**src/pps_pkg.sv**
```systemverilog
// ----------------------------------------------------------------------------
// pps_pkg: shared types and constants of the prime sieve
// Value width, result kinds and the bit-serial link that runs between cells.
// ----------------------------------------------------------------------------
package pps_pkg;

  localparam int VALUE_BITS = 16;
  localparam int CNT_W      = $clog2(VALUE_BITS);
  localparam logic [VALUE_BITS-1:0] MIN_PRIME = VALUE_BITS'(2);

  typedef enum logic [1:0] {
    KIND_STORED = 2'd0,
    KIND_END    = 2'd1,
    KIND_FULL   = 2'd2
  } kind_t;

  // One bit of a candidate, most significant bit first, with the item tags.
  // The tags are final on the last bit of the item.
  typedef struct packed {
    logic valid;
    logic dbit;
    logic first;
    logic last;
    logic is_end;
    logic dropped;
    logic stored;
  } pps_link_t;

endpackage

```
**src/pps_collector.sv**
```systemverilog
// ----------------------------------------------------------------------------
// pps_collector: output stage of the prime sieve
// Reassembles the value at the chain tail and holds the result item.
// ----------------------------------------------------------------------------
module pps_collector import pps_pkg::*; (
  input  logic                  clk,
  input  logic                  rst_n,
  input  pps_link_t             link_i,
  output logic                  adv,
  output logic                  out_valid,
  input  logic                  out_stall,
  output logic [VALUE_BITS-1:0] out_result_value,
  output logic [1:0]            out_kind
);

  logic [VALUE_BITS-1:0] col_r;
  logic [VALUE_BITS-1:0] value;
  logic                  emit;
  kind_t                 kind;
  logic                  out_valid_r;
  logic [VALUE_BITS-1:0] out_value_r;
  kind_t                 out_kind_r;

  assign value = {col_r[VALUE_BITS-2:0], link_i.dbit};
  assign emit  = link_i.valid & link_i.last & (link_i.is_end | ~link_i.dropped);
  assign adv   = ~(emit & out_valid_r & out_stall);

  always_comb begin
    priority if (link_i.is_end) begin
      kind = KIND_END;
    end else if (link_i.stored) begin
      kind = KIND_STORED;
    end else begin
      kind = KIND_FULL;
    end
  end

  always_ff @(posedge clk) begin
    if (!rst_n) begin
      out_valid_r <= 1'b0;
    end else if (emit && adv) begin
      out_valid_r <= 1'b1;
    end else if (!out_stall) begin
      out_valid_r <= 1'b0;
    end
  end

  always_ff @(posedge clk) begin
    if (adv && link_i.valid) begin
      col_r <= value;
    end
    if (emit && adv) begin
      out_value_r <= value;
      out_kind_r  <= kind;
    end
  end

  assign out_valid        = out_valid_r;
  assign out_result_value = out_value_r;
  assign out_kind         = out_kind_r;

endmodule

```
**config.mk**
```make
export PLATFORM = sky130hd
export DESIGN_NAME = pps_collector
export DESIGN_NICKNAME = d
export VERILOG_FILES = /design/src/pps_pkg.sv /design/src/pps_collector.sv
export SDC_FILE = /design/constraint.sdc
export NUM_CORES = 1
export LEC_CHECK = 0
export BUFFER_PORTS_ARGS = -buffer_cell sky130_fd_sc_hd__buf_2
export CORE_ASPECT_RATIO = 1.4
export CORE_MARGIN = 1
export CORE_UTILIZATION = 52
export CTS_CLUSTER_SIZE = 24
export DETAILED_ROUTE_END_ITERATION = 8
export PLACE_DENSITY = 0.8
export SLEW_MARGIN = 20
export SYNTH_ARGS = -nofsm -noshare
export SYNTH_HDL_FRONTEND = slang
export SYNTH_SLANG_ARGS = --single-unit
```
**constraint.sdc**
```tcl
create_clock -name clk -period 3.1 [get_ports clk]
set_clock_uncertainty 0.2 [all_clocks]
set_input_delay 0.465 -clock clk [delete_from_list [all_inputs] [get_ports clk]]
set_output_delay 0.465 -clock clk [all_outputs]
set_load 0.01 [all_outputs]
```
==> results of run 1 <==
## registers in the layout (all words and copies together) (netlist names)
register / cells
out_kind: 2
col_r: 15
out_valid: 1
out_result_value: 16
## placed cells by master, fill, tap and decap left out, drive strengths merged
cell / n
a21oi: 1
clkinv: 1
dfxtp: 1
nor2: 1
or2: 1
inv: 1
buf: 28
a21boi: 1
clkbuf: 7
nand2: 1
o211ai: 1
edfxtp: 33
o21a: 1
## per-stage QoR
| stage | std cells | util | hold slack (ns) |
|---|---|---|---|
| finish | 99 | 0.662 | 0.142 |
| global route | 99 | 0.662 | 0.115 |
| CTS | 99 | 0.662 | 0.133 |
| detailed placement | 91 | 0.632 | 0.207 |
| global placement | 91 | 0.632 | 0.203 |
| floorplan | 42 | - | 0.200 |
## final cells by class
cell class | instances | share of cell area
Sequential cell | 34 | 0.783
Timing Repair Buffer | 28 | 0.109
Multi-Input combinational cell | 7 | 0.0388
Clock buffer | 7 | 0.0426
Inverter | 1 | 0.00291
Tap cell | 21 | 0.0203
Clock inverter | 1 | 0.00388
## power by group
| group | switching (mW) | internal, mW | leakage (nW) |
|---|---|---|---|
| sequential | 0.00852 | 0.530 | 0.322 |
| clock | 0.135 | 0.110 | 0.0353 |
| combinational | 0.0209 | 0.0116 | 0.128 |
## worst max-delay path by stage
| stage | startpoint | endpoint | slack (ns) | cells after the start |
|---|---|---|---|---|
| global route | out_valid | adv | 1.22 | 3 |
| CTS | out_valid | adv | 1.28 | 3 |
| floorplan | link_i[1] | out_kind[0] | 0.96 | 3 |
| finish | out_valid | adv | 1.29 | 3 |
| detailed placement | link_i[1] | out_result_value[8] | 0.99 | 4 |
| global placement | link_i[1] | out_result_value[15] | 1.09 | 4 |
## worst max-delay path: cells and delay by family (launching register included)
family                 cells  cell delay (ns)
AND/OR/NAND/NOR            2             0.31
flip-flops                 1             0.38
buffers and inverters      1             0.14
## per-layer routing
metal | global-route usage | vias to the layer above
met3 | 0.116 | 2
met5 | 0 | -
met1 | 0.196 | 240
met4 | 0.0714 | 0
li1 | - | 237
met2 | 0.237 | 26
## logic make-up after synthesis
| family | after synthesis | synth area share |
|---|---|---|
| AO/OA/AOI/OAI | 4 | 0.0307 |
| buffers and inverters | 1 | 0.00353 |
| flip-flops | 34 | 0.953 |
| AND/OR/NAND/NOR | 3 | 0.0130 |
==> summary.txt, run 1 <==
Placed Area: 1230 um2
largest net degree at the start of global routing: 19
required time of the critical path: 2.43 ns
Ports: 30
worst-skew pair later-pin latency: 0.32 ns
Layout area overhead: 21.7%
Setup-failing EPs final: 0
hold worst-path end: out_result_value[0]
Power, Total: 0.816 mW
vias in the first global route: 505
top post-synthesis cells by area: edfxtp_1 (93%), dfxtp_1 (1.9%), o211ai_2 (1.2%)
Final min period: 1.81 ns
syn_nets: 52
Initial Util: 0.544
Tcrit/Tclk final: 0.585
Slew Limit Fails: 0
static leakage: 0.485 nW
initial antenna violation count: 0
biggest area consumer among synthesized cells: edfxtp_1
CP cell instances: nand2_1 -> or2_1 -> buf_2
post-synthesis area per instance: 25.3 um2
WL met1: 524 um
PortBufs: 28
grt total ovfl: 0
max_cap viols: 0
drc violations: 0
post-DP HPWL: 982 um
CTS Hold Bufs: 0
setup bufs post-CTS: 0
cells after synthesis: 42
fill count: 140
Hold Path Class: input pin to flop
# diodes: 0
RSZ-0062 raised after global routing: false
Max FO, Critical Path: 3
First-pass DRT Iterations: 3
Die Wd: 40.2 um
core area: 1950 um2
worst vdd ir: 346 uV
Slew headroom: 0.343
share of layout cells above drive strength 1: 0.474
R2R Path Start: out_valid
clock buffer depth: 2
clock-pin slew on the worst setup and hold paths: 0.10 ns
fraction of the yosys area taken by sequential cells: 0.953
CP Capture Type: output port
Yosys top cell area share: 0.934
Worst EP arrival: 1.15 ns
Ys Warns: 0
CTS tree: built
status: complete, no violations
Seq cells post-synth: 34
GPL Wtd Cong: 0.634
first-pass GRT wire length: 2300 um
Critical Path Max Stage Delay: 0.38 ns
setup slack after layout: 1.29 ns
critical path's slowest cell: dfxtp_1
worst r2r dst: out_result_value[13]
Worst-Margin Slew: 0.985 ns
Setup CP Type: flop to output port
setup TNS: 0 ns
most frequent cell after synthesis: edfxtp_1
fin area: 1290 um2
WL met3: 128 um
R2R setup slack: 1.39 ns
H-Tree Depth: 2
die height: 55.4 um
endpoints failing hold: 0
Die ar.: 2230 um2
metal2 WL: 837 um
Worst setup SP type: flop
pre-CTS setup slack: 0.986 ns
hold path start: link_i[5]
post-synthesis async set-or-reset flop share: 0
Mapped Area: 1060 um2
Row Count: 19
root buffer cell: clkbuf_4
DR vias/cell: 5.10
Post-synth EDFFs: 33
post-synth cell types: 10
Max Used Layer: met4
count of cells resized by post-cts repair: 0
Worst R2R Path Depth: 1
GRT Util Overall: 0.169
total CTS buffers: 5
clock sink count: 34
area taken by multi-input logic gates: 50.0 um2
Worst Hold Path Cells: 1
Detailed Route WL: 1510 um
routed wire length per instance: 15.2 um
drt initial violations: 10
Max Clk Rate: 551 MHz
Top FF cell, synth: edfxtp_1
routed vias: 505
Antenna Violating Nets Remaining: 0
register area: 1010 um2
pwr/cell area: 632 nW/um2
Final Net Count: 87
No activity file was read; power rests on OpenSTA's default activity.
==> inputs of run 2 (changes only) <==
Settings changed: ABC_AREA set to 1, CORE_UTILIZATION 52 to 49, PLACE_DENSITY 0.8 to 0.76.
Clock period 3.1 ns to 1.7 ns, I/O delays scaled along.
==> run 2 against run 1 <==
Net effect: clock power grew 88%; global-route usage shrank 2.5 points; via count grew 8.5%; total power grew 86%; setup slack lost 1.3 ns; combinational power grew 140%; wire length shrank 3.3%; sequential share of layout area shrank 5.8 points; cell count grew 12%.
==> summary.txt, run 2 <==
die height: 57.6 um
pwr/cell area: 1090 nW/um2
Worst EP arrival: 1.22 ns
P_int: 1.20 mW
core area: 2020 um2
required time of the critical path: 1.24 ns
routed vias: 548
Die ar.: 2400 um2
Slew headroom: 0.904
H-Tree Depth: 2
commonest cells in the netlist: edfxtp_1 (33), nand2_2 (3)
worst vdd ir: 901 uV
clock buffer depth: 2
WL met1: 573 um
setup slack after layout: 0.0212 ns
clock sink count: 34
clock group share of total power: 0.303
commonest non-fill, non-tap cell in the layout: edfxtp_1
P_sw: 0.318 mW
worst-skew pair later-pin latency: 0.33 ns
First-pass DRT Iterations: 3
most frequent cell after synthesis: edfxtp_1
top post-synthesis cells by area: edfxtp_1 (92%), dfxtp_1 (1.9%), nand2_2 (1.7%)
post-synthesis async set-or-reset flop share: 0
Mapped Area: 1080 um2
Initial Util: 0.535
CP Capture Type: output port
metal2 WL: 740 um
Worst-Margin Slew: 0.144 ns
vias in the first global route: 522
Ys Warns: 0
Logic pwr share: 0.052
Setup CP Type: input pin to output port
first-pass GRT wire length: 2300 um
PortBufs: 28
switching share of power: 0.210
cells after synthesis: 47
CTS tree: built
Power, Total: 1.52 mW
Tcrit/Tclk final: 0.988
total CTS buffers: 5
clock-pin slew on the worst setup and hold paths: 0.10 ns
Min Hold Slack: 0.00637 ns
Yosys top cell area share: 0.917
pre-CTS setup slack: 0.312 ns
drc violations: 0
syn_nets: 57
status: complete, no violations
# diodes: 0
post-layout util: 0.690
Top FF cell, synth: edfxtp_1
GPL Wtd Cong: 0.671
fraction of the yosys area taken by sequential cells: 0.935
Layout area overhead: 29.1%
Max Used Layer: met4
drt initial violations: 7
setup TNS: 0 ns
Antenna Violating Nets Remaining: 0
max_cap viols: 0
WL met3: 99 um
Ports: 30
Die Wd: 41.7 um
static leakage: 0.551 nW
initial antenna violation count: 0
largest net degree at the start of global routing: 15
Setup-failing EPs final: 0
Worst setup SP type: input pin
Final min period: 1.68 ns
endpoints failing hold: 0
Row Count: 19
Seq cells post-synth: 34
Max FO, Critical Path: 3
Detailed Route WL: 1460 um
most frequent cells in the layout: edfxtp_1 (33), buf_2 (27), clkbuf_4 (5)
post-synth cell types: 9
routed wire length per instance: 13.1 um
DR vias/cell: 4.94
grt total ovfl: 0
root buffer cell: clkbuf_4
Flop pwr share: 0.645
post-synthesis area per instance: 23.0 um2
biggest area consumer among synthesized cells: edfxtp_1
GRT Util Overall: 0.144
Post-synth EDFFs: 33
RSZ-0062 raised after global routing: true
max reg flops: 16
setup bufs post-CTS: 0
Slew Limit Fails: 0
share of layout cells above drive strength 1: 0.522
Final Net Count: 99
Max Clk Rate: 596 MHz
Hold Path Class: input pin to flop
run 2: cells by family (layout without fill, tap and decap cells):
family	after synthesis	after routing	synth area share
compound gates	1	1	0.0104
flops	34	34	0.935
buf+inv	4	47	0.0139
simple gates	8	8	0.0405
run 2: worst paths after layout:
path	startpoint	to	slack [ns]	depth (start not counted)
worst min register to register	col_r[14]	out_result_value[15]	0.22	0
worst min-delay path	out_stall	out_valid	0.006	3
worst max-delay path	link_i[2]	adv	0.02	6
worst max register to register	out_valid	col_r[14]	0.35	6
run 2: power groups by stage:
stage	clock network (mW)	logic (mW)	registers, mW
after floorplan	0	0.0213	1.00
after global placement	0	0.0702	0.996
after detailed placement	0	0.0729	0.999
after CTS	0.481	0.0811	0.980
after global routing	0.508	0.0857	0.984
final	0.460	0.0788	0.980
run 2: final cells by class:
class	instances	area, um2
clock buffer	6	51.3
sequential	34	1010
clock inverter	2	12.5
inverter	4	15.0
timing repair buffer	35	221
fill	133	626
tap	21	26.3
multi-input combinational	9	57.6
run 2: routing by layer:
| metal | GRT usage | vias to the layer above |
|---|---|---|
| met5 | 0 | - |
| li1 | - | 257 |
| met3 | 0.0665 | 5 |
| met4 | 0.0968 | 0 |
| met1 | 0.156 | 260 |
| met2 | 0.223 | 26 |
run 2: what timing repair did:
action                                  in CTS  in global routing
endpoints found under the hold margin        5                  0
gates resized for setup                      0                  1
hold buffers                                 5                  0
endpoints found under the setup margin       0                  2
run 2: worst max-delay path, cell delays in order:
cell and delay (ns):
dlygate4sd3_1 0.52, buf_2 0.12, inv_1 0.05, nand2_2 0.07, nand3_2 0.09, buf_6 0.13
run 2: metrics by stage:
stage	area, um2	instances
after global routing	1400	111
after CTS	1400	112
after global placement	1280	99
after floorplan	1080	47
after detailed placement	1280	99
final	1400	111
