$ cat src/pps_pkg.sv
// ----------------------------------------------------------------------------
// pps_pkg: shared types and constants of the prime sieve
// Value width, result kinds and the bit-serial link that runs between cells.
// ----------------------------------------------------------------------------
package pps_pkg;

  localparam int VALUE_BITS = 16;
  localparam int CNT_W      = $clog2(VALUE_BITS);
  localparam logic [VALUE_BITS-1:0] MIN_PRIME = VALUE_BITS'(2);

  typedef enum logic [1:0] {
    KIND_STORED = 2'd0,
    KIND_END    = 2'd1,
    KIND_FULL   = 2'd2
  } kind_t;

  // One bit of a candidate, most significant bit first, with the item tags.
  // The tags are final on the last bit of the item.
  typedef struct packed {
    logic valid;
    logic dbit;
    logic first;
    logic last;
    logic is_end;
    logic dropped;
    logic stored;
  } pps_link_t;

endpackage

$ cat src/pps_feeder.sv
// ----------------------------------------------------------------------------
// pps_feeder: input stage of the prime sieve
// Holds max_value, classifies each item and serializes it into the chain.
// ----------------------------------------------------------------------------
module pps_feeder import pps_pkg::*; (
  input  logic                  clk,
  input  logic                  rst_n,
  input  logic                  cfg_we,
  input  logic [15:0]           cfg_wdata,
  input  logic                  in_valid,
  output logic                  in_stall,
  input  logic [VALUE_BITS-1:0] in_candidate,
  input  logic                  adv,
  output pps_link_t             link_o
);

  logic [15:0]           max_r;
  logic                  busy_r, busy_nxt;
  logic [CNT_W-1:0]      cnt_r, cnt_nxt;
  logic [VALUE_BITS-1:0] sr_r, sr_nxt;
  logic                  end_r, end_nxt;
  logic                  last_bit;
  logic                  accept;

  assign last_bit = (cnt_r == CNT_W'(VALUE_BITS - 1));
  assign in_stall = busy_r & ~(adv & last_bit);
  assign accept   = in_valid & ~in_stall;

  always_comb begin
    busy_nxt = busy_r;
    cnt_nxt  = cnt_r;
    sr_nxt   = sr_r;
    end_nxt  = end_r;
    if (busy_r && adv) begin
      cnt_nxt = cnt_r + CNT_W'(1);
      sr_nxt  = {sr_r[VALUE_BITS-2:0], 1'b0};
      if (last_bit) begin
        busy_nxt = 1'b0;
      end
    end
    if (accept) begin
      busy_nxt = 1'b1;
      cnt_nxt  = '0;
      sr_nxt   = in_candidate;
      end_nxt  = (in_candidate < MIN_PRIME) || (in_candidate > max_r);
    end
  end

  always_ff @(posedge clk) begin
    if (!rst_n) begin
      max_r  <= 16'hFFFF;
      busy_r <= 1'b0;
      cnt_r  <= '0;
    end else begin
      if (cfg_we) begin
        max_r <= cfg_wdata;
      end
      busy_r <= busy_nxt;
      cnt_r  <= cnt_nxt;
    end
  end

  always_ff @(posedge clk) begin
    sr_r  <= sr_nxt;
    end_r <= end_nxt;
  end

  always_comb begin
    link_o.valid   = busy_r;
    link_o.dbit    = sr_r[VALUE_BITS-1];
    link_o.first   = (cnt_r == '0);
    link_o.last    = last_bit;
    link_o.is_end  = end_r;
    link_o.dropped = 1'b0;
    link_o.stored  = 1'b0;
  end

endmodule

$ cat config.mk
export PLATFORM = sky130hd
export DESIGN_NAME = pps_feeder
export DESIGN_NICKNAME = d
export VERILOG_FILES = /design/src/pps_pkg.sv /design/src/pps_feeder.sv
export SDC_FILE = /design/constraint.sdc
export NUM_CORES = 1
export LEC_CHECK = 0
export BUFFER_PORTS_ARGS = -buffer_cell sky130_fd_sc_hd__buf_2
export CELL_PAD_IN_SITES_DETAIL_PLACEMENT = 1
export CELL_PAD_IN_SITES_GLOBAL_PLACEMENT = 1
export CORE_MARGIN = 5
export CORE_UTILIZATION = 45
export DETAILED_ROUTE_END_ITERATION = 10
export GPL_ROUTABILITY_DRIVEN = 0
export HOLD_SLACK_MARGIN = 0.15
export PLACE_DENSITY = 0.81
export SLEW_MARGIN = 40
export SYNTH_ARGS = -nofsm -noshare
export SYNTH_HDL_FRONTEND = slang
export SYNTH_SLANG_ARGS = --single-unit
$ cat constraint.sdc
create_clock -name clk -period 4.1 [get_ports clk]
set_clock_uncertainty 0.05 [all_clocks]
set_input_delay 1.025 -clock clk [delete_from_list [all_inputs] [get_ports clk]]
set_output_delay 1.025 -clock clk [all_outputs]
set_load 0.01 [all_outputs]
==> results of run 1 <==
-- cell families (layout without fill, tap and decap cells) --
group | after synthesis | in the layout
other | 1 | 2
DFF | 38 | 38
adders and majority gates | 18 | 18
AOI/OAI and AO/OA | 33 | 33
xor gates and xnor gates | 3 | 3
buffers and inverters | 31 | 70
muxes | 16 | 16
and+or+nand+nor | 44 | 44
-- metal layers --
layer / up-vias / routed length (um)
met1: 712 / 1970
li1: 729 / -
met4: 0 / 44
met3: 6 / 215
met2: 35 / 2160
met5: - / 0
-- layout by cell type, fill, tap and decap left out, types with 2 or more instances in the layout --
| cell | netlist | routed |
|---|---|---|
| nand3_1 | 5 | 5 |
| nor2_1 | 4 | 4 |
| ha_1 | 18 | 18 |
| edfxtp_1 | 17 | 17 |
| xnor2_1 | 2 | 2 |
| buf_2 | 0 | 42 |
| dfxtp_1 | 21 | 21 |
| nor3_1 | 2 | 2 |
| a21o_1 | 2 | 2 |
| nor4_1 | 4 | 4 |
| inv_1 | 19 | 19 |
| clkbuf_1 | 5 | 2 |
| clkbuf_8 | 0 | 5 |
| o211ai_1 | 17 | 17 |
| conb_1 | 1 | 2 |
| nand4_1 | 5 | 5 |
| mux2_4 | 9 | 9 |
| nand2_1 | 20 | 20 |
| a21oi_1 | 7 | 7 |
| mux2_2 | 6 | 6 |
-- where the power goes --
group          switching [mW]  internal, mW  leakage (nW)  total (mW)
combinational          0.0733        0.0654         0.693       0.139
sequential            0.00847         0.430         0.340       0.439
clock                   0.125         0.182        0.0524       0.307
-- synthesized netlist by cell type --
library cell and instances:
o21ai_0 2, buf_4 6, nand2_1 20, nor4_1 4
clkbuf_1 5, nand3_1 5, inv_1 19, nor2_1 4
conb_1 1, a21boi_4 1, a21o_1 2, mux2_4 9
edfxtp_1 17, buf_12 1, ha_1 18, nor3b_1 1
dfxtp_1 21, a2111oi_0 1, o21a_1 1, and3_4 1
mux2_2 6, xnor2_1 2, mux2i_1 1, o41a_1 1
nor2_8 1, nand4_1 5, o211ai_1 17, nor2b_1 1
xor2_1 1, a21oi_1 7, a211oi_1 1, nor3_1 2
-- flip-flops by register name (all words and copies together), names as in the netlist --
signal and flops:
busy_r 1, cnt_r 4, end_r 1, max_r 16
sr_r 16
-- area by class of cell --
cell class | count | share of cell area [%]
Clock inverter | 1 | 1.29
Sequential cell | 38 | 39.9
Tap cell | 52 | 2.79
Timing Repair Buffer | 43 | 9.34
Clock buffer | 7 | 3.27
Inverter | 19 | 3.06
Multi-Input combinational cell | 116 | 40.3
-- worst paths after layout --
path         startpoint  endpoint  slack [ns]  depth (start not counted)
max                 adv  in_stall        1.43                          3
min            max_r[0]  max_r[0]        0.44                          2
max reg2reg   max_r[15]     end_r        2.23                          5
min reg2reg    max_r[0]  max_r[0]        0.44                          2
-- tightest hold or removal path, cell delays in order (launching register included) --
cell,delay [ns]
dfxtp_1,0.34
mux2i_1,0.07
nand2_1,0.06
-- stage by stage --
stage	area, um^2	utilization, %
finish	2330	53.5
global route	2330	53.5
CTS	2330	53.5
detailed placement	2220	51.1
global placement	2220	51.1
floorplan	2030	-
==> flow_metrics.tcl, run 1 <==
set metrics [dict create \
    n_fill_cell 503 \
    port_buffers 42 \
    fin_crit_ns 2.67 \
    first_pass_iters 4 \
    core_region_area_um2 4350 \
    ys_warn_count 0 \
    required_ns 3.02 \
    synth-adder-area-share_pct 11.1 \
    synth_area_um2 2020 \
    critical_path_class "primary input to output pin" \
    cts_tree "yes" \
    setup_viol 0 \
    syn_inst 184 \
    rows 24 \
    synth-simple-area-share_pct 11.2 \
    cts.sinks 38 \
    use_met1_pct 18.6 \
    cts.htree.levels 2 \
    irDropWorstVdd_v 0.000285 \
    p_per_area_nw_per_um2 379 \
    place_ws_ns 1.42 \
    leakagePower_nw 1.09 \
    clock_latency_ns 0.29 \
    dpl.cell_count 268 \
    drc 0 \
    multiInputGateArea_um2 940 \
    synthMuxAreaShare_pct 10.5 \
    die-height_um 77.0 \
    grt_first_pass_wirelength_um 7420 \
    cts_root_buf "clkbuf_8" \
    path_max_fanout 5 \
    vias_per_cell 5.37 \
    power_mw 0.884 \
    worst_slew_pin_slew_ns 0.530 \
    antenna_found_initial 0 \
    slew_viol_final 0 \
    startpoint_type "primary input" \
    status "completed" \
    grt_max_degree 32 \
    vias 1482 \
    maxSlewHeadroom_pct 63.8 \
    post_cts_resized 0 \
    ant_nets 0 \
    yosysUniqueCellTypes 32 \
    start_util_pct 46.4 \
    drive_above_1_share_pct 29.9 \
    cts_buffers 5 \
    cp.arrival_ns 1.60 \
    maxCapViolCount 0 \
    post-cts-setup-buffer-count 0 \
    seq_area_um2 931 \
    yosysSeqAreaShare_pct 46.0 \
    synth_top_family_by_area "compound AO/OA/AOI/OAI gates" \
    met3_usage_pct 6.09 \
    yosys_register_bits 38 \
    cp-end-kind "output pin" \
    worst_slack_ns 1.43 \
    synth.avg_cell_area_um2 11.0 \
    routed_wl_um 4400 \
    hp-class "flop to flop" \
    synth.area.top_cells "edfxtp_1 (25%), dfxtp_1 (21%), ha_1 (11%)" \
    fmax_ghz 0.374 \
    post-route-period-util_pct 65.2 \
    fin_tns_setup_ns 0 \
    ioPinCount 45 \
    synth.largest_area_cell "edfxtp_1" \
    diodes 0 \
    fin_nets 278 \
    die_w_um 77.0 \
    wl_per_cell_um 15.9 \
    path_common_cell "buf_2" \
    die-area_um2 5930 \
    cp_num_buf_inv 2 \
    cts_hold_buf 0 \
    final-hold-violation-count 0 \
    cts.clk_slew.worst_paths_ns 0.07 \
    dp_hpwl_um 3360 \
    busiest_layer "met2" \
    critical_path.cell_chain "buf_2 -> a21boi_4 -> buf_2" \
    grt_use_total_pct 15.8 \
    fin_cells 276 \
    slowest_stage "a21boi_4" \
    cp_top_family "buffers and inverters" \
    netlist.area_leader.share_pct 25.2 \
    holdWs_ns 0.438 \
    synth_compound_area_share_pct 11.9 \
    area_growth_pct 15.3 \
    cpPeakStageDelay_ns 0.25 \
    met2_usage_pct 26.2 \
    drt_iter0_markers 69 \
    synth-xor-area-share_pct 1.30 \
    rsz0062_at_grt "no" \
    grt_pass1_vias 1580 \
    clockBufferDepth 2 \
    overflow 0 \
]
(Power assumes the default switching activity.)
==> run 2: changes to the inputs <==
--- a/config.mk
+++ b/config.mk
@@ -5,15 +5,16 @@
 export SDC_FILE = /design/constraint.sdc
 export NUM_CORES = 1
 export LEC_CHECK = 0
+export ABC_AREA = 1
 export BUFFER_PORTS_ARGS = -buffer_cell sky130_fd_sc_hd__buf_2
 export CELL_PAD_IN_SITES_DETAIL_PLACEMENT = 1
 export CELL_PAD_IN_SITES_GLOBAL_PLACEMENT = 1
 export CORE_MARGIN = 5
-export CORE_UTILIZATION = 45
+export CORE_UTILIZATION = 35
 export DETAILED_ROUTE_END_ITERATION = 10
 export GPL_ROUTABILITY_DRIVEN = 0
 export HOLD_SLACK_MARGIN = 0.15
-export PLACE_DENSITY = 0.81
+export PLACE_DENSITY = 0.71
 export SLEW_MARGIN = 40
 export SYNTH_ARGS = -nofsm -noshare
 export SYNTH_HDL_FRONTEND = slang
==> constraint.sdc (replaced) <==
create_clock -name clk -period 2.3 [get_ports clk]
set_clock_uncertainty 0.05 [all_clocks]
set_input_delay 0.575 -clock clk [delete_from_list [all_inputs] [get_ports clk]]
set_output_delay 0.575 -clock clk [all_outputs]
set_load 0.01 [all_outputs]
==> flow_metrics.tcl, run 2 <==
set metrics [dict create \
    synth.largest_area_cell "edfxtp_1" \
    fmax_ghz 0.503 \
    cpPeakStageDelay_ns 0.37 \
    p_sw_mw 0.382 \
    cp.arrival_ns 1.37 \
    busiest_layer "met2" \
    met2_usage_pct 20.6 \
    post-route-period-util_pct 86.5 \
    start_util_pct 36.3 \
    die-height_um 85.8 \
    grt_max_degree 33 \
    holdWs_ns 0.420 \
    critical_path_class "flop to output pin" \
    clockBufferDepth 2 \
    cts_hold_buf 0 \
    p_per_area_nw_per_um2 626 \
    fin_nets 336 \
    post_cts_resized 0 \
    overflow 0 \
    status "completed" \
    cts_buffers 5 \
    r2r-start "cnt_r[1]" \
    synth_enable_flop_cells 17 \
    required_ns 1.67 \
    drt_iter0_markers 61 \
    fin_tns_setup_ns 0 \
    rows 27 \
    power_frac_clock_pct 30.4 \
    yosysSeqAreaShare_pct 46.3 \
    dp_hpwl_um 3580 \
    area_growth_pct 15.4 \
    p_int_mw 1.07 \
    holdCritStartpoint "max_r[15]" \
    cts_tree "yes" \
    cts.htree.levels 2 \
    antenna_found_initial 0 \
    yosys_register_bits 38 \
    p_sw_share_pct 26.3 \
    pwr-share-comb_pct 15.8 \
    irDropWorstVdd_v 0.000311 \
    port_buffers 42 \
    ioPinCount 45 \
    final-hold-violation-count 0 \
    synth-simple-area-share_pct 21.1 \
    cp_top_family "flip-flops" \
    die_w_um 85.8 \
    cts.sinks 38 \
    synth_area_um2 2010 \
    cp-end-kind "output pin" \
    cp_num_buf_inv 2 \
    syn_inst 242 \
    ant_nets 0 \
    final_cell_mix "nand2_1 (74), buf_2 (42), inv_1 (25), a21oi_1 (25), dfxtp_1 (21)" \
    path_max_fanout 3 \
    diodes 0 \
    pwr-share-seq_pct 53.8 \
    critical_path.cell_chain "ha_1 -> nand2_2 -> nor2_4 -> nand2_2 -> nand2_4 -> inv_1 -> buf_2" \
    slew_viol_final 0 \
    synth.area.top_cells "edfxtp_1 (25%), dfxtp_1 (21%), nand2_1 (14%)" \
    startpoint_type "flop" \
    synthMuxAreaShare_pct 0 \
    met3_usage_pct 3.36 \
    vias_per_cell 4.72 \
    synth-xor-area-share_pct 0.435 \
    startpoint "cnt_r[1]" \
    synth-adder-area-share_pct 11.2 \
    cts_root_buf "clkbuf_8" \
    yosys-top-cells-count "nand2_1 (74), a21oi_1 (25), inv_1 (25)" \
    grt_first_pass_wirelength_um 7670 \
    use_met1_pct 17.7 \
    rsz0062_at_grt "no" \
    synthFlopType "dfxtp_1" \
    yosysMostFrequentCell "nand2_1" \
    final_common_cell "nand2_1" \
    slowest_stage "dfxtp_1" \
    wl_per_cell_um 12.6 \
    grt_pass1_vias 1682 \
    fin_crit_ns 1.99 \
    path_common_cell "nand2_2" \
    drc 0 \
    clock_latency_ns 0.29 \
    synthArstFlopShare_pct 0 \
    yosysUniqueCellTypes 25 \
    setup_viol 0 \
    vias 1670 \
    core_region_area_um2 5540 \
    maxCapViolCount 0 \
    drive_above_1_share_pct 20.2 \
    grt_use_total_pct 13.1 \
    synth.avg_cell_area_um2 8.31 \
    first_pass_iters 4 \
    synth_top_family_by_area "simple AND/OR/NAND/NOR gates" \
    synth_compound_area_share_pct 11.1 \
    ys_warn_count 0 \
    routed_wl_um 4460 \
    netlist.area_leader.share_pct 25.4 \
    hp-class "flop to flop" \
    post-cts-setup-buffer-count 0 \
    leakagePower_nw 1.19 \
    top_regs "max_r x16, sr_r x16, cnt_r x4" \
    die-area_um2 7370 \
    cts.clk_slew.worst_paths_ns 0.07 \
]
run 2: area by class of cell:
cell class	instances	area (um^2)
well taps	72	90.1
multi-input cells	164	888
flip-flops and latches	38	931
clock buffers	8	80.1
repair buffers	43	218
inverters	29	114
fillers	715	3220
run 2: cell families after synthesis:
logic type,Yosys count
AOI/OAI and AO/OA,44
xor gates and xnor gates,1
adders and majority gates,18
buffers and inverters,41
DFF,38
other,1
and+or+nand+nor,99
run 2: worst min-delay path, cell delays in order (launching register included):
cell and delay (ns):
dfxtp_1 0.30, inv_1 0.06, o21ai_0 0.07
run 2: final timing paths:
kind / to / cells after the start / slack, ns
setup / recovery: in_stall / 7 / 0.31
hold / removal: max_r[15] / 2 / 0.42
setup reg to reg: end_r / 7 / 0.73
hold reg to reg: max_r[15] / 2 / 0.42
run 2: metrics by stage:
step	power [mW]	util [%]	setup slack, ns	area (um^2)	std cells
finish	1.45	41.9	0.310	2320	354
global route	1.54	41.9	0.218	2320	354
CTS	1.47	41.9	0.291	2320	354
detailed placement	1.03	40.4	0.422	2240	346
global placement	1.02	40.4	0.450	2240	346
floorplan	0.952	-	0.0550	2020	243
run 2: power groups by stage:
stage / Clock, mW / Sequential, mW / Combinational [mW]
final: 0.441 / 0.783 / 0.230
after global placement: 0 / 0.797 / 0.227
after CTS: 0.454 / 0.783 / 0.235
after global routing: 0.486 / 0.789 / 0.270
after detailed placement: 0 / 0.799 / 0.233
after floorplan: 0 / 0.795 / 0.157
run 2: per-layer routing:
metal  up-vias  routed length [um]
li1        865                   -
met1       773                2250
met4         0                  55
met3         6                 167
met5         -                   0
met2        26                1990
==> run 3: changes to the inputs <==
--- a/config.mk
+++ b/config.mk
@@ -7,14 +7,12 @@
 export LEC_CHECK = 0
 export ABC_AREA = 1
 export BUFFER_PORTS_ARGS = -buffer_cell sky130_fd_sc_hd__buf_2
-export CELL_PAD_IN_SITES_DETAIL_PLACEMENT = 1
-export CELL_PAD_IN_SITES_GLOBAL_PLACEMENT = 1
 export CORE_MARGIN = 5
-export CORE_UTILIZATION = 35
+export CORE_UTILIZATION = 30
 export DETAILED_ROUTE_END_ITERATION = 10
 export GPL_ROUTABILITY_DRIVEN = 0
 export HOLD_SLACK_MARGIN = 0.15
-export PLACE_DENSITY = 0.71
+export PLACE_DENSITY = 0.48
 export SLEW_MARGIN = 40
 export SYNTH_ARGS = -nofsm -noshare
 export SYNTH_HDL_FRONTEND = slang
==> flow_metrics.tcl, run 3 (synthesized netlist as in run 2, its figures left out) <==
set metrics [dict create \
    setup_viol 0 \
    p_per_area_nw_per_um2 634 \
    worst_r2r_path_depth 7 \
    cts.sinks 38 \
    cts_root_buf "clkbuf_8" \
    cts_buffers 5 \
    fmax_ghz 0.509 \
    fin_tns_setup_ns 0 \
    dpl.cell_count 351 \
    grt_pass1_vias 1574 \
    maxCapViolCount 0 \
    n_fill_cell 687 \
    multiInputGateArea_um2 888 \
    dpl_cell_area_um2 2250 \
    r2r-start "cnt_r[1]" \
    clockBufferDepth 2 \
    r2r-end "end_r" \
    startpoint_type "flop" \
    first_pass_iters 4 \
    post-route-period-util_pct 85.3 \
    seq_area_um2 931 \
    fin_cells 359 \
    rsz0062_at_grt "no" \
    clock_latency_ns 0.29 \
    diodes 0 \
    vias 1588 \
    path_max_fanout 3 \
    cts.clk_slew.worst_paths_ns 0.07 \
    die-height_um 91.9 \
    hp-class "flop to flop" \
    status "completed" \
    post-route-util_pct 36.4 \
    wl_per_cell_um 11.7 \
    die_w_um 91.9 \
    ioPinCount 45 \
    antenna_found_initial 0 \
    cts_hold_buf 0 \
    final_cell_area_um2 2340 \
    die-area_um2 8440 \
    dp_hpwl_um 3340 \
    grt_first_pass_wirelength_um 7100 \
    cts_tree "yes" \
    drc 0 \
    rows 29 \
    startpoint "cnt_r[1]" \
    fin_nets 336 \
    top_regs "max_r x16, sr_r x16, cnt_r x4" \
    irDropWorstVdd_v 0.000199 \
    post-cts-setup-buffer-count 0 \
    slew_viol_final 0 \
    critical_path_class "flop to output pin" \
    area_growth_pct 16.2 \
    final-hold-violation-count 0 \
    drive_above_1_share_pct 20.6 \
    routed_wl_um 4210 \
    port_buffers 42 \
    vias_per_cell 4.42 \
    leakagePower_nw 1.20 \
    cts.htree.levels 2 \
    cp.arrival_ns 1.34 \
    crit_end "in_stall" \
    post_cts_resized 0 \
    final_cell_mix "nand2_1 (74), buf_2 (42), inv_1 (25), a21oi_1 (25), dfxtp_1 (21)" \
    reg2reg_setup_slack_ns 0.76 \
    fin_crit_ns 1.96 \
    overflow 0 \
    drt_iter0_markers 84 \
    grt_max_degree 33 \
    final_common_cell "nand2_1" \
    cp-end-kind "output pin" \
    required_ns 1.67 \
    start_util_pct 31.3 \
    grt_use_total_pct 10.5 \
    core_region_area_um2 6420 \
    ant_nets 0 \
]
-- run 3: cell count changes in the layout (fill, tap and decap cells not counted) --
cell / previous run / this run
clkbuf_8: 5 / 6
clkbuf_1: 3 / 2
-- run 3: area by class of cell --
class / count / area share [%]
Clock buffer: 8 / 3.85
Inverter: 29 / 4.87
Multi-Input combinational cell: 164 / 38.0
Sequential cell: 38 / 39.8
Tap cell: 77 / 4.12
Timing Repair Buffer: 43 / 9.31
-- run 3: routing by layer --
metal	global-route usage, %	wire length, um	vias to the layer above
met2	16.5	1810	27
met5	0	0	-
met4	4.83	70	0
met1	14.0	2210	693
li1	-	-	863
met3	2.13	120	5
-- run 3: worst max-delay path, cell delays in order (launching register included) --
cell and delay (ns):
dfxtp_1 0.36, ha_1 0.21, nand2_2 0.08, nor2_4 0.10
nand2_2 0.07, nand2_4 0.07, inv_1 0.04, buf_2 0.13
-- run 3: power by group --
group	internal, mW	switching [mW]
clock	0.245	0.227
combinational	0.0877	0.138
sequential	0.768	0.0158
total	1.10	0.381
-- run 3: metrics by stage --
| step | total power [mW] | hold slack [ns] | setup WS [ns] |
|---|---|---|---|
| after floorplan | 0.952 | 0.384 | 0.0550 |
| after global placement | 1.03 | 0.405 | 0.454 |
| after detailed placement | 1.03 | 0.408 | 0.443 |
| after CTS | 1.51 | 0.416 | 0.317 |
| after global routing | 1.58 | 0.433 | 0.266 |
| final | 1.48 | 0.416 | 0.337 |
-- run 3: worst min path at each step --
| stage | end | start | slack (ns) | cells after the start |
|---|---|---|---|---|
| 6_report | max_r[0] | max_r[0] | 0.42 | 2 |
| 3_5_place_dp | max_r[0] | max_r[0] | 0.41 | 2 |
| 2_1_floorplan | max_r[0] | max_r[0] | 0.38 | 2 |
| 5_1_grt | max_r[1] | cfg_wdata[1] | 0.43 | 3 |
| 3_3_place_gp | max_r[6] | max_r[6] | 0.41 | 2 |
| 4_1_cts | max_r[0] | max_r[0] | 0.42 | 2 |
