$ cat src/pps_pkg.sv
// ----------------------------------------------------------------------------
// pps_pkg: shared types and constants of the prime sieve
// Value width, result kinds and the bit-serial link that runs between cells.
// ----------------------------------------------------------------------------
package pps_pkg;

  localparam int VALUE_BITS = 16;
  localparam int CNT_W      = $clog2(VALUE_BITS);
  localparam logic [VALUE_BITS-1:0] MIN_PRIME = VALUE_BITS'(2);

  typedef enum logic [1:0] {
    KIND_STORED = 2'd0,
    KIND_END    = 2'd1,
    KIND_FULL   = 2'd2
  } kind_t;

  // One bit of a candidate, most significant bit first, with the item tags.
  // The tags are final on the last bit of the item.
  typedef struct packed {
    logic valid;
    logic dbit;
    logic first;
    logic last;
    logic is_end;
    logic dropped;
    logic stored;
  } pps_link_t;

endpackage

$ cat src/pps_cell.sv
// ----------------------------------------------------------------------------
// pps_cell: one filter cell of the prime sieve
// Computes a bit-serial remainder by its prime, or captures a survivor.
// ----------------------------------------------------------------------------
module pps_cell import pps_pkg::*; (
  input  logic      clk,
  input  logic      rst_n,
  input  logic      adv,
  input  pps_link_t link_i,
  output pps_link_t link_o
);

  logic                  filled_r;
  logic [VALUE_BITS-1:0] prime_r;
  logic [VALUE_BITS-1:0] rem_r, rem_nxt;
  logic [VALUE_BITS:0]   sh, red;
  logic                  open_item;
  logic                  hit, take;
  pps_link_t             link_r, link_nxt;

  // Restoring remainder step. An empty cell simply accumulates the value.
  always_comb begin
    sh  = {(link_i.first ? {VALUE_BITS{1'b0}} : rem_r), link_i.dbit};
    red = (sh >= {1'b0, prime_r}) ? (sh - {1'b0, prime_r}) : sh;
    rem_nxt = filled_r ? red[VALUE_BITS-1:0] : sh[VALUE_BITS-1:0];
  end

  assign open_item = ~link_i.dropped & ~link_i.stored & ~link_i.is_end;
  assign hit       = filled_r & (rem_nxt == '0) & open_item;
  assign take      = ~filled_r & open_item;

  always_comb begin
    link_nxt = link_i;
    link_nxt.dropped = link_i.dropped | (link_i.last & hit);
    link_nxt.stored  = link_i.stored  | (link_i.last & take);
  end

  // Only the fill flag and the bit valid are reset; the data fields follow
  // the chain whenever it advances.
  always_ff @(posedge clk) begin
    if (!rst_n) begin
      filled_r     <= 1'b0;
      link_r.valid <= 1'b0;
    end else if (adv) begin
      link_r.valid <= link_i.valid;
      if (link_i.valid && link_i.last) begin
        if (link_i.is_end) begin
          filled_r <= 1'b0;
        end else if (take) begin
          filled_r <= 1'b1;
        end
      end
    end
    if (adv) begin
      link_r.dbit    <= link_nxt.dbit;
      link_r.first   <= link_nxt.first;
      link_r.last    <= link_nxt.last;
      link_r.is_end  <= link_nxt.is_end;
      link_r.dropped <= link_nxt.dropped;
      link_r.stored  <= link_nxt.stored;
      if (link_i.valid) begin
        rem_r <= rem_nxt;
        if (link_i.last && take) begin
          prime_r <= rem_nxt;
        end
      end
    end
  end

  assign link_o = link_r;

endmodule

$ cat config.mk
export PLATFORM = sky130hd
export DESIGN_NAME = pps_cell
export DESIGN_NICKNAME = d
export VERILOG_FILES = /design/src/pps_pkg.sv /design/src/pps_cell.sv
export SDC_FILE = /design/constraint.sdc
export NUM_CORES = 1
export LEC_CHECK = 0
export BUFFER_PORTS_ARGS = -buffer_cell sky130_fd_sc_hd__clkbuf_2
export CELL_PAD_IN_SITES_DETAIL_PLACEMENT = 2
export CELL_PAD_IN_SITES_GLOBAL_PLACEMENT = 2
export CORE_UTILIZATION = 30
export DETAILED_ROUTE_END_ITERATION = 8
export MAX_ROUTING_LAYER = met4
export PLACE_DENSITY_LB_ADDON = 0.1
export SETUP_SLACK_MARGIN = 0.15
export SLEW_MARGIN = 20
export SYNTH_ARGS = -nofsm -noshare
export SYNTH_HDL_FRONTEND = slang
export SYNTH_SLANG_ARGS = --single-unit
export TNS_END_PERCENT = 50
$ cat constraint.sdc
create_clock -name clk -period 3 [get_ports clk]
set_input_delay 0.15 -clock clk [delete_from_list [all_inputs] [get_ports clk]]
set_output_delay 0.15 -clock clk [all_outputs]
set_load 0.02 [all_outputs]
==> qor.json, run 1 <==
{
  "status": {"value": "complete, no violations"},
  "cp.arrival": {"value": 3.03, "unit": "ns"},
  "h-tree-depth": {"value": 2},
  "tritoncts_num_sinks": {"value": 40},
  "crit_path_max_fanout": {"value": 4},
  "detailedPlace.worstSlack": {"value": -0.381, "unit": "ns"},
  "syn2layout_area_growth": {"value": 48.3, "unit": "%"},
  "final.setup_skew": {"value": 0.00638, "unit": "ns"},
  "top_layer_used_by_detailed_routing": {"value": "met4"},
  "wire_per_inst": {"value": 21.3, "unit": "µm"},
  "hold_viol": {"value": 0},
  "postLayoutSetupSlackWorst": {"value": 0.0984, "unit": "ns"},
  "core_region_area": {"value": 8180, "unit": "µm²"},
  "finalWorstPathRequiredPeriod": {"value": 2.90, "unit": "ns"},
  "ioPinCount": {"value": 17},
  "nNetsFinal": {"value": 357},
  "first_iter_violations": {"value": 52},
  "synth_fp_nets": {"value": 270},
  "met2RoutedLength": {"value": 4850, "unit": "µm"},
  "clk_transition_reported_paths": {"value": 0.09, "unit": "ns"},
  "drt_drc_violations_left": {"value": 0},
  "synth-async-reset-ratio": {"value": 0, "unit": "%"},
  "fin_util": {"value": 45.9, "unit": "%"},
  "first_pass_iteration_count_of_the_detailed_router": {"value": 4},
  "number_of_enable_flip_flop_cells_after_synthesis": {"value": 38},
  "num_antenna_cells": {"value": 0},
  "post_drt_via_cell_ratio": {"value": 5.07},
  "p_leak": {"value": 0.00152, "unit": "µW"},
  "final.period_utilization": {"value": 96.7, "unit": "%"},
  "cts_tree": {"value": "built"},
  "synth.ff_latch_count": {"value": 40},
  "finalSetupViolCount": {"value": 0},
  "start_util": {"value": 30.9, "unit": "%"},
  "clock_path_buffers": {"value": 2},
  "slew_headroom": {"value": 48.3, "unit": "%"},
  "layout.filler_cells": {"value": 853},
  "global_route.usage.total": {"value": 23.8, "unit": "%"},
  "yosys_warnings": {"value": 0},
  "detailed_place_hpwl": {"value": 6650, "unit": "µm"},
  "start_to_end_type_of_the_worst_setup_path": {"value": "reg -> reg"},
  "drive_above_1_share": {"value": 48.9, "unit": "%"},
  "grt_antenna_before_repair": {"value": 0},
  "peak_supply_drop": {"value": 0.000205, "unit": "V"},
  "io_port_bufs": {"value": 16},
  "grt_first_pass_wirelength": {"value": 14600, "unit": "µm"},
  "row_count": {"value": 33},
  "die-area": {"value": 8800, "unit": "µm²"},
  "achievable_freq": {"value": 345, "unit": "MHz"},
  "clockRootBuffer": {"value": "sky130_fd_sc_hd__clkbuf_8"},
  "endpoint_kind": {"value": "flip-flop"},
  "grt_start_max_net_pins": {"value": 18},
  "via_count": {"value": 2209},
  "dieWidth": {"value": 93.8, "unit": "µm"},
  "synth_area": {"value": 2530, "unit": "µm²"},
  "netlist_instances": {"value": 243},
  "worst_setup_path_start_kind": {"value": "flip-flop"},
  "synth.avg_cell_area": {"value": 10.4, "unit": "µm²"},
  "via_count_of_the_first_global_routing_pass": {"value": 2513},
  "drt-met1-wl": {"value": 4050, "unit": "µm"},
  "clock_buffers_created_by_tritoncts": {"value": 5},
  "yosysUniqueCellTypes": {"value": 50},
  "grt_setup_unrepaired": {"value": "yes"},
  "max_slew.worst_pin.slew": {"value": 0.775, "unit": "ns"},
  "detail-route-antenna-nets": {"value": 0},
  "dominantRegCellSynth": {"value": "sky130_fd_sc_hd__edfxtp_1"},
  "cts_hold_repair.buffers": {"value": 0},
  "routed_wl": {"value": 9280, "unit": "µm"},
  "gp_routability_congestion": {"value": 0.772},
  "global_route.overflow_total": {"value": 0},
  "clkLatencyLatePin": {"value": 0.31, "unit": "ns"},
  "fp.dieH": {"value": 93.8, "unit": "µm"},
  "timing.hold.worst.class": {"value": "in -> reg"},
  "dr_wl_met3": {"value": 182, "unit": "µm"},
  "p_per_area": {"value": 375, "unit": "nW/µm²"},
  "drv_slew": {"value": 0},
  "maxCapViolCount": {"value": 0},
  "worst-endpoint-required": {"value": 3.13, "unit": "ns"},
  "seq_area_frac_synth": {"value": 46.7, "unit": "%"}
}
## state kept, by name, indices dropped and copies added (netlist names)
signal and count:
filled_r 1, link_o 7, prime_r 16, rem_r 16
## layout make-up
| class | count | area [µm²] | area share (%) |
|---|---|---|---|
| clock buffer | 5 | 68.8 | 1.84 |
| inverter | 21 | 78.8 | 2.10 |
| tap | 105 | 131 | 3.50 |
| sequential | 40 | 1180 | 31.5 |
| clock inverter | 3 | 46.3 | 1.23 |
| multi-input combinational | 177 | 1630 | 43.4 |
| timing repair buffer | 85 | 617 | 16.5 |
## final timing paths
path                   from         to  slack, ns  depth (start not counted)
setup / recovery   rem_r[1]  link_o[1]        0.1                         11
hold / removal    link_i[3]  link_o[3]       0.07                          1
setup reg to reg   rem_r[1]  link_o[1]        0.1                         11
hold reg to reg   link_o[6]  link_o[6]       0.48                          2
## through the flow
stage | area (µm²) | hold slack (ns) | std cells | total power (µW) | setup TNS, ns
2_1_floorplan | 2530 | 0.249 | 243 | 765 | 0
3_3_place_gp | 3110 | 0.376 | 412 | 869 | -1.02
3_5_place_dp | 3110 | 0.386 | 412 | 876 | -1.13
4_1_cts | 3660 | 0.0725 | 435 | 1400 | 0
5_1_grt | 3750 | 0.0730 | 436 | 1470 | -0.0102
6_report | 3750 | 0.0687 | 436 | 1400 | 0
## Yosys cell counts, types with 2 or more instances
master	count	area [µm²]
sky130_fd_sc_hd__edfxtp_1	38	1140
sky130_fd_sc_hd__inv_1	21	78.8
sky130_fd_sc_hd__nor2_1	21	78.8
sky130_fd_sc_hd__nor2b_1	19	119
sky130_fd_sc_hd__ha_1	16	200
sky130_fd_sc_hd__o21ai_0	16	80.1
sky130_fd_sc_hd__nand2_1	15	56.3
sky130_fd_sc_hd__a21oi_1	13	65.1
sky130_fd_sc_hd__xnor2_1	6	52.6
sky130_fd_sc_hd__xor2_1	6	52.6
sky130_fd_sc_hd__nand2b_1	5	31.3
sky130_fd_sc_hd__a21oi_2	4	35.0
sky130_fd_sc_hd__mux2_2	4	45.0
sky130_fd_sc_hd__nor4_1	4	25.0
sky130_fd_sc_hd__o31ai_1	4	30.0
sky130_fd_sc_hd__a211oi_1	3	22.5
sky130_fd_sc_hd__a21o_1	3	22.5
sky130_fd_sc_hd__clkbuf_1	3	11.3
sky130_fd_sc_hd__nor3_1	3	15.0
sky130_fd_sc_hd__a31oi_1	2	12.5
sky130_fd_sc_hd__dfxtp_1	2	40.0
sky130_fd_sc_hd__mux2_4	2	30.0
sky130_fd_sc_hd__nand3_1	2	10.0
sky130_fd_sc_hd__nand4_1	2	12.5
sky130_fd_sc_hd__nor4b_1	2	17.5
sky130_fd_sc_hd__o21a_1	2	15.0
sky130_fd_sc_hd__o21ai_1	2	10.0
## timing repair
action	4_1_cts	5_1_grt
buffers inserted	15	1
pin swaps	27	11
hold endpoints to repair	0	0
resized for setup	64	19
endpoints found under the setup margin	17	17
gates cloned	0	0
## power by group
part           internal, µW  leakage [µW]  switching, µW
Combinational           136       0.00109            158
Sequential              631      0.000375           6.08
Clock                   251     0.0000548            222
Total                  1020       0.00152            387
## critical path, stage by stage, from the launching register on
cell and delay, ns:
sky130_fd_sc_hd__edfxtp_1 0.39, sky130_fd_sc_hd__nor2b_4 0.15, sky130_fd_sc_hd__ha_4 0.29, sky130_fd_sc_hd__buf_6 0.13, sky130_fd_sc_hd__o21ai_4 0.06, sky130_fd_sc_hd__a21oi_4 0.16, sky130_fd_sc_hd__a31oi_4 0.12, sky130_fd_sc_hd__o21ai_2 0.19
sky130_fd_sc_hd__a21o_2 0.22, sky130_fd_sc_hd__mux2_4 0.33, sky130_fd_sc_hd__or3_1 0.36, sky130_fd_sc_hd__o41ai_2 0.32
## logic make-up (layout without fill, tap and decap cells)
family | Yosys count | after routing | share of synthesized area (%)
AO/OA/AOI/OAI | 61 | 61 | 16.4
flip-flops | 40 | 40 | 46.7
buffers and inverters | 26 | 114 | 4.21
adder cells (fa/ha/maj) | 17 | 17 | 8.71
XOR/XNOR | 12 | 12 | 4.16
multiplexers | 6 | 6 | 2.97
AND/OR/NAND/NOR | 81 | 81 | 16.8
## layer usage
| metal | global-route usage, % | vias up |
|---|---|---|
| met5 | - | - |
| met4 | 7.18 | 0 |
| met3 | 2.91 | 15 |
| met2 | 42.1 | 34 |
| met1 | 28.2 | 1101 |
| li1 | - | 1059 |
## cells in the final DEF, fill, tap and decap left out, types with 8 or more instances in the layout
master | Yosys | layout
sky130_fd_sc_hd__nor2b_4 | 0 | 8
sky130_fd_sc_hd__a21oi_1 | 13 | 10
sky130_fd_sc_hd__nor2b_1 | 19 | 8
sky130_fd_sc_hd__o21ai_0 | 16 | 11
sky130_fd_sc_hd__inv_1 | 21 | 20
sky130_fd_sc_hd__clkbuf_2 | 0 | 16
sky130_fd_sc_hd__buf_4 | 0 | 64
sky130_fd_sc_hd__ha_4 | 0 | 9
sky130_fd_sc_hd__nand2_1 | 15 | 14
sky130_fd_sc_hd__edfxtp_1 | 38 | 38
sky130_fd_sc_hd__nor2_1 | 21 | 19
(Power assumes the default switching activity.)
==> inputs of run 2 (changes only) <==
Settings changed: CTS_BUF_LIST set to sky130_fd_sc_hd__clkbuf_4.
==> run 2 against run 1 <==
Against the previous run:
- the run now ends with setup timing left
- final cell count rose by 0.46%
- sequential share of layout area fell by 0.35 points
- total power fell by 5.0%
- highest routed layer unchanged
==> qor.json, run 2 (synthesis results as in run 1) <==
{
  "clkLatencyLatePin": {"value": 0.37, "unit": "ns", "change": "was 0.31 ns"},
  "clock_buffers_created_by_tritoncts": {"value": 5, "change": "unchanged"},
  "whs_path_depth": {"value": 1, "change": "unchanged"},
  "via_count": {"value": 2261, "change": "was 2209"},
  "via_count_of_the_first_global_routing_pass": {"value": 2558, "change": "was 2513"},
  "p_per_area": {"value": 352, "unit": "nW/µm²", "change": "was 375 nW/µm²"},
  "grt_first_pass_wirelength": {"value": 14600, "unit": "µm", "change": "unchanged"},
  "layout_commonest_cell": {"value": "sky130_fd_sc_hd__buf_4", "change": "unchanged"},
  "maxCapViolCount": {"value": 0, "change": "unchanged"},
  "finalWorstPathRequiredPeriod": {"value": 3.02, "unit": "ns", "change": "was 2.90 ns"},
  "crit_slowest_cell": {"value": "sky130_fd_sc_hd__edfxtp_1", "change": "unchanged"},
  "worst-endpoint-required": {"value": 3.20, "unit": "ns", "change": "was 3.13 ns"},
  "setup-tns-final": {"value": -0.0242, "unit": "ns", "change": "was 0 ns"},
  "fp.dieH": {"value": 93.8, "unit": "µm", "change": "unchanged"},
  "peak_supply_drop": {"value": 0.000231, "unit": "V", "change": "was 0.000205 V"},
  "slew_headroom": {"value": 48.3, "unit": "%", "change": "about the same"},
  "detailed_place_hpwl": {"value": 6650, "unit": "µm", "change": "unchanged"},
  "net-switching-power": {"value": 384, "unit": "µW", "change": "was 387 µW"},
  "postLayoutSetupSlackWorst": {"value": -0.0242, "unit": "ns", "change": "was 0.0984 ns"},
  "grt_setup_unrepaired": {"value": "yes", "change": "unchanged"},
  "r2r_worst_path_depth": {"value": 10, "change": "was 11"},
  "path_cells": {"value": "nor2b_4, ha_4, nand4_1, nor3_2, a31oi_1, o21ai_1, a21o_2, mux2_4, or3_1, o41ai_2", "change": "was nor2b_4, ha_4, buf_6, o21ai_4, a21oi_4, a31oi_4, o21ai_2, a21o_2, mux2_4, or3_1, o41ai_2"},
  "global_route.usage.total": {"value": 23.5, "unit": "%", "change": "was 23.8%"},
  "start_util": {"value": 30.9, "unit": "%", "change": "unchanged"},
  "die-area": {"value": 8800, "unit": "µm²", "change": "unchanged"},
  "rrSetupSlack": {"value": -0.02, "unit": "ns", "change": "was 0.1 ns"},
  "post_drt_via_cell_ratio": {"value": 5.16, "change": "was 5.07"},
  "start_to_end_type_of_the_worst_setup_path": {"value": "reg -> reg", "change": "unchanged"},
  "gp_routability_congestion": {"value": 0.772, "change": "unchanged"},
  "most-common-layout-cells": {"value": "sky130_fd_sc_hd__buf_4, sky130_fd_sc_hd__edfxtp_1, sky130_fd_sc_hd__inv_1, sky130_fd_sc_hd__nor2_1, sky130_fd_sc_hd__clkbuf_2", "change": "was sky130_fd_sc_hd__buf_4, sky130_fd_sc_hd__edfxtp_1, sky130_fd_sc_hd__inv_1"},
  "syn2layout_area_growth": {"value": 50.0, "unit": "%", "change": "was 48.3%"},
  "hold_viol": {"value": 0, "change": "unchanged"},
  "p_leak": {"value": 0.00153, "unit": "µW", "change": "was 0.00152 µW"},
  "timing.hold.worst.class": {"value": "in -> reg", "change": "unchanged"},
  "tritoncts_num_sinks": {"value": 40, "change": "unchanged"},
  "placedCellCount": {"value": 412, "change": "unchanged"},
  "seqPwrFrac": {"value": 47.7, "unit": "%", "change": "was 45.3%"},
  "nNetsFinal": {"value": 359, "change": "was 357"},
  "startpoint": {"value": "rem_r[6]", "change": "was rem_r[1]"},
  "row_count": {"value": 33, "change": "unchanged"},
  "wire_per_inst": {"value": 21.8, "unit": "µm", "change": "was 21.3 µm"},
  "crit-reg2reg-capture": {"value": "link_o[1]", "change": "unchanged"},
  "clk_transition_reported_paths": {"value": 0.16, "unit": "ns", "change": "was 0.09 ns"},
  "detail-route-antenna-nets": {"value": 0, "change": "unchanged"},
  "routed_wl": {"value": 9530, "unit": "µm", "change": "was 9280 µm"},
  "drv_slew": {"value": 0, "change": "unchanged"},
  "max_slew.worst_pin.slew": {"value": 0.775, "unit": "ns", "change": "about the same"},
  "worstHoldEndpoint": {"value": "link_o[3]", "change": "unchanged"},
  "timing.hold.ws": {"value": 0.0181, "unit": "ns", "change": "was 0.0687 ns"},
  "grt_start_max_net_pins": {"value": 18, "change": "unchanged"},
  "num_antenna_cells": {"value": 0, "change": "unchanged"},
  "share_comb_of_total_power": {"value": 22.8, "unit": "%", "change": "was 21.0%"},
  "status": {"value": "finished with violations", "change": "was complete, no violations"},
  "cts_tree": {"value": "built", "change": "unchanged"},
  "dieWidth": {"value": 93.8, "unit": "µm", "change": "unchanged"},
  "clockRootBuffer": {"value": "sky130_fd_sc_hd__clkbuf_4", "change": "was sky130_fd_sc_hd__clkbuf_8"},
  "io_port_bufs": {"value": 16, "change": "unchanged"},
  "drive_above_1_share": {"value": 49.2, "unit": "%", "change": "was 48.9%"},
  "internal_power": {"value": 951, "unit": "µW", "change": "was 1020 µW"},
  "crit_path_max_fanout": {"value": 4, "change": "unchanged"},
  "p_sw_share": {"value": 28.7, "unit": "%", "change": "was 27.5%"},
  "multi_input_comb_area": {"value": 1670, "unit": "µm²", "change": "was 1630 µm²"},
  "final.setup_skew": {"value": 0.0227, "unit": "ns", "change": "was 0.00638 ns"},
  "global_route.overflow_total": {"value": 0, "change": "unchanged"},
  "layoutNonFillerInstCount": {"value": 438, "change": "was 436"},
  "layout.filler_cells": {"value": 852, "change": "was 853"},
  "fin_util": {"value": 46.4, "unit": "%", "change": "was 45.9%"},
  "ioPinCount": {"value": 17, "change": "unchanged"},
  "endpoint_kind": {"value": "flip-flop", "change": "unchanged"},
  "worst_setup_path_start_kind": {"value": "flip-flop", "change": "unchanged"},
  "core_region_area": {"value": 8180, "unit": "µm²", "change": "unchanged"},
  "violations": {"value": "setup timing"},
  "register_area": {"value": 1180, "unit": "µm²", "change": "unchanged"},
  "grt_antenna_before_repair": {"value": 0, "change": "unchanged"},
  "final.period_utilization": {"value": 101, "unit": "%", "change": "was 96.7%"},
  "cp.arrival": {"value": 3.22, "unit": "ns", "change": "was 3.03 ns"},
  "min-delay-start": {"value": "link_i[3]", "change": "unchanged"},
  "cpLargestDelayFamily": {"value": "simple AND/OR/NAND/NOR gates", "change": "was compound AO/OA/AOI/OAI gates"},
  "p_clk_share": {"value": 29.4, "unit": "%", "change": "was 33.7%"},
  "worstPathBufferInverterCount": {"value": 0, "change": "was 1"},
  "clock_path_buffers": {"value": 2, "change": "unchanged"},
  "h-tree-depth": {"value": 2, "change": "unchanged"},
  "finalSetupViolCount": {"value": 1, "change": "was 0"},
  "first_iter_violations": {"value": 95, "change": "was 52"},
  "drt_drc_violations_left": {"value": 0, "change": "unchanged"},
  "achievable_freq": {"value": 331, "unit": "MHz", "change": "was 345 MHz"},
  "critical-path-max-stage-delay": {"value": 0.45, "unit": "ns", "change": "was 0.39 ns"},
  "timing.rr.start": {"value": "rem_r[6]", "change": "was rem_r[1]"},
  "first_pass_iteration_count_of_the_detailed_router": {"value": 4, "change": "unchanged"}
}
run 2: cell count changes in the layout (fill, tap and decap cells not counted), sizes merged:
cell | before | now
buf | 69 | 71
run 2: final cells by class:
cell class	instances	share of cell area, %
multi-input combinational	177	44.0
sequential	40	31.2
timing repair buffer	87	17.0
tap	105	3.47
inverter	21	2.21
clock inverter	3	1.22
clock buffer	5	0.990
run 2: worst max path at each step:
stage,endpoint,cells past startpoint
2_1_floorplan,link_o[1],12
3_3_place_gp,link_o[1],13
3_5_place_dp,link_o[1],13
4_1_cts,link_o[1],11
5_1_grt,link_o[1],11
6_report,link_o[1],10
run 2: power groups by stage:
stage | combinational, µW | sequential (µW) | clock [µW]
floorplan | 109 | 657 | 0
global placement | 221 | 648 | 0
detailed placement | 226 | 649 | 0
CTS | 278 | 637 | 395
global route | 327 | 639 | 422
finish | 305 | 637 | 393
run 2: worst register-to-register path: stages (launching register included):
cell and delay (ns):
sky130_fd_sc_hd__edfxtp_1 0.45, sky130_fd_sc_hd__nor2b_4 0.17, sky130_fd_sc_hd__ha_4 0.31, sky130_fd_sc_hd__nand4_1 0.17
sky130_fd_sc_hd__nor3_2 0.22, sky130_fd_sc_hd__a31oi_1 0.11, sky130_fd_sc_hd__o21ai_1 0.20, sky130_fd_sc_hd__a21o_2 0.19
sky130_fd_sc_hd__mux2_4 0.33, sky130_fd_sc_hd__or3_1 0.36, sky130_fd_sc_hd__o41ai_2 0.35
run 2: metrics by stage:
| step | power (µW) | setup slack (ns) | area, µm² |
|---|---|---|---|
| floorplan | 765 | 0.220 | 2530 |
| global placement | 869 | -0.406 | 3110 |
| detailed placement | 876 | -0.381 | 3110 |
| CTS | 1310 | 0.0334 | 3610 |
| global route | 1390 | -0.134 | 3790 |
| finish | 1340 | -0.0242 | 3790 |
run 2: metal layers:
metal / track usage (%) / part of all wire, % / vias to the layer above
li1: - / - / 1066
met1: 28.0 / 43 / 1136
met2: 42.2 / 53 / 42
met3: 2.43 / 2.4 / 17
met4: 6.41 / 2.1 / 0
met5: - / 0 / -
run 2: what timing repair did:
item,in CTS,in global routing
setup buffers,15,3
gates resized for setup,60,34
setup endpoints to repair,17,17
hold buffers,0,0
pin swaps,28,4
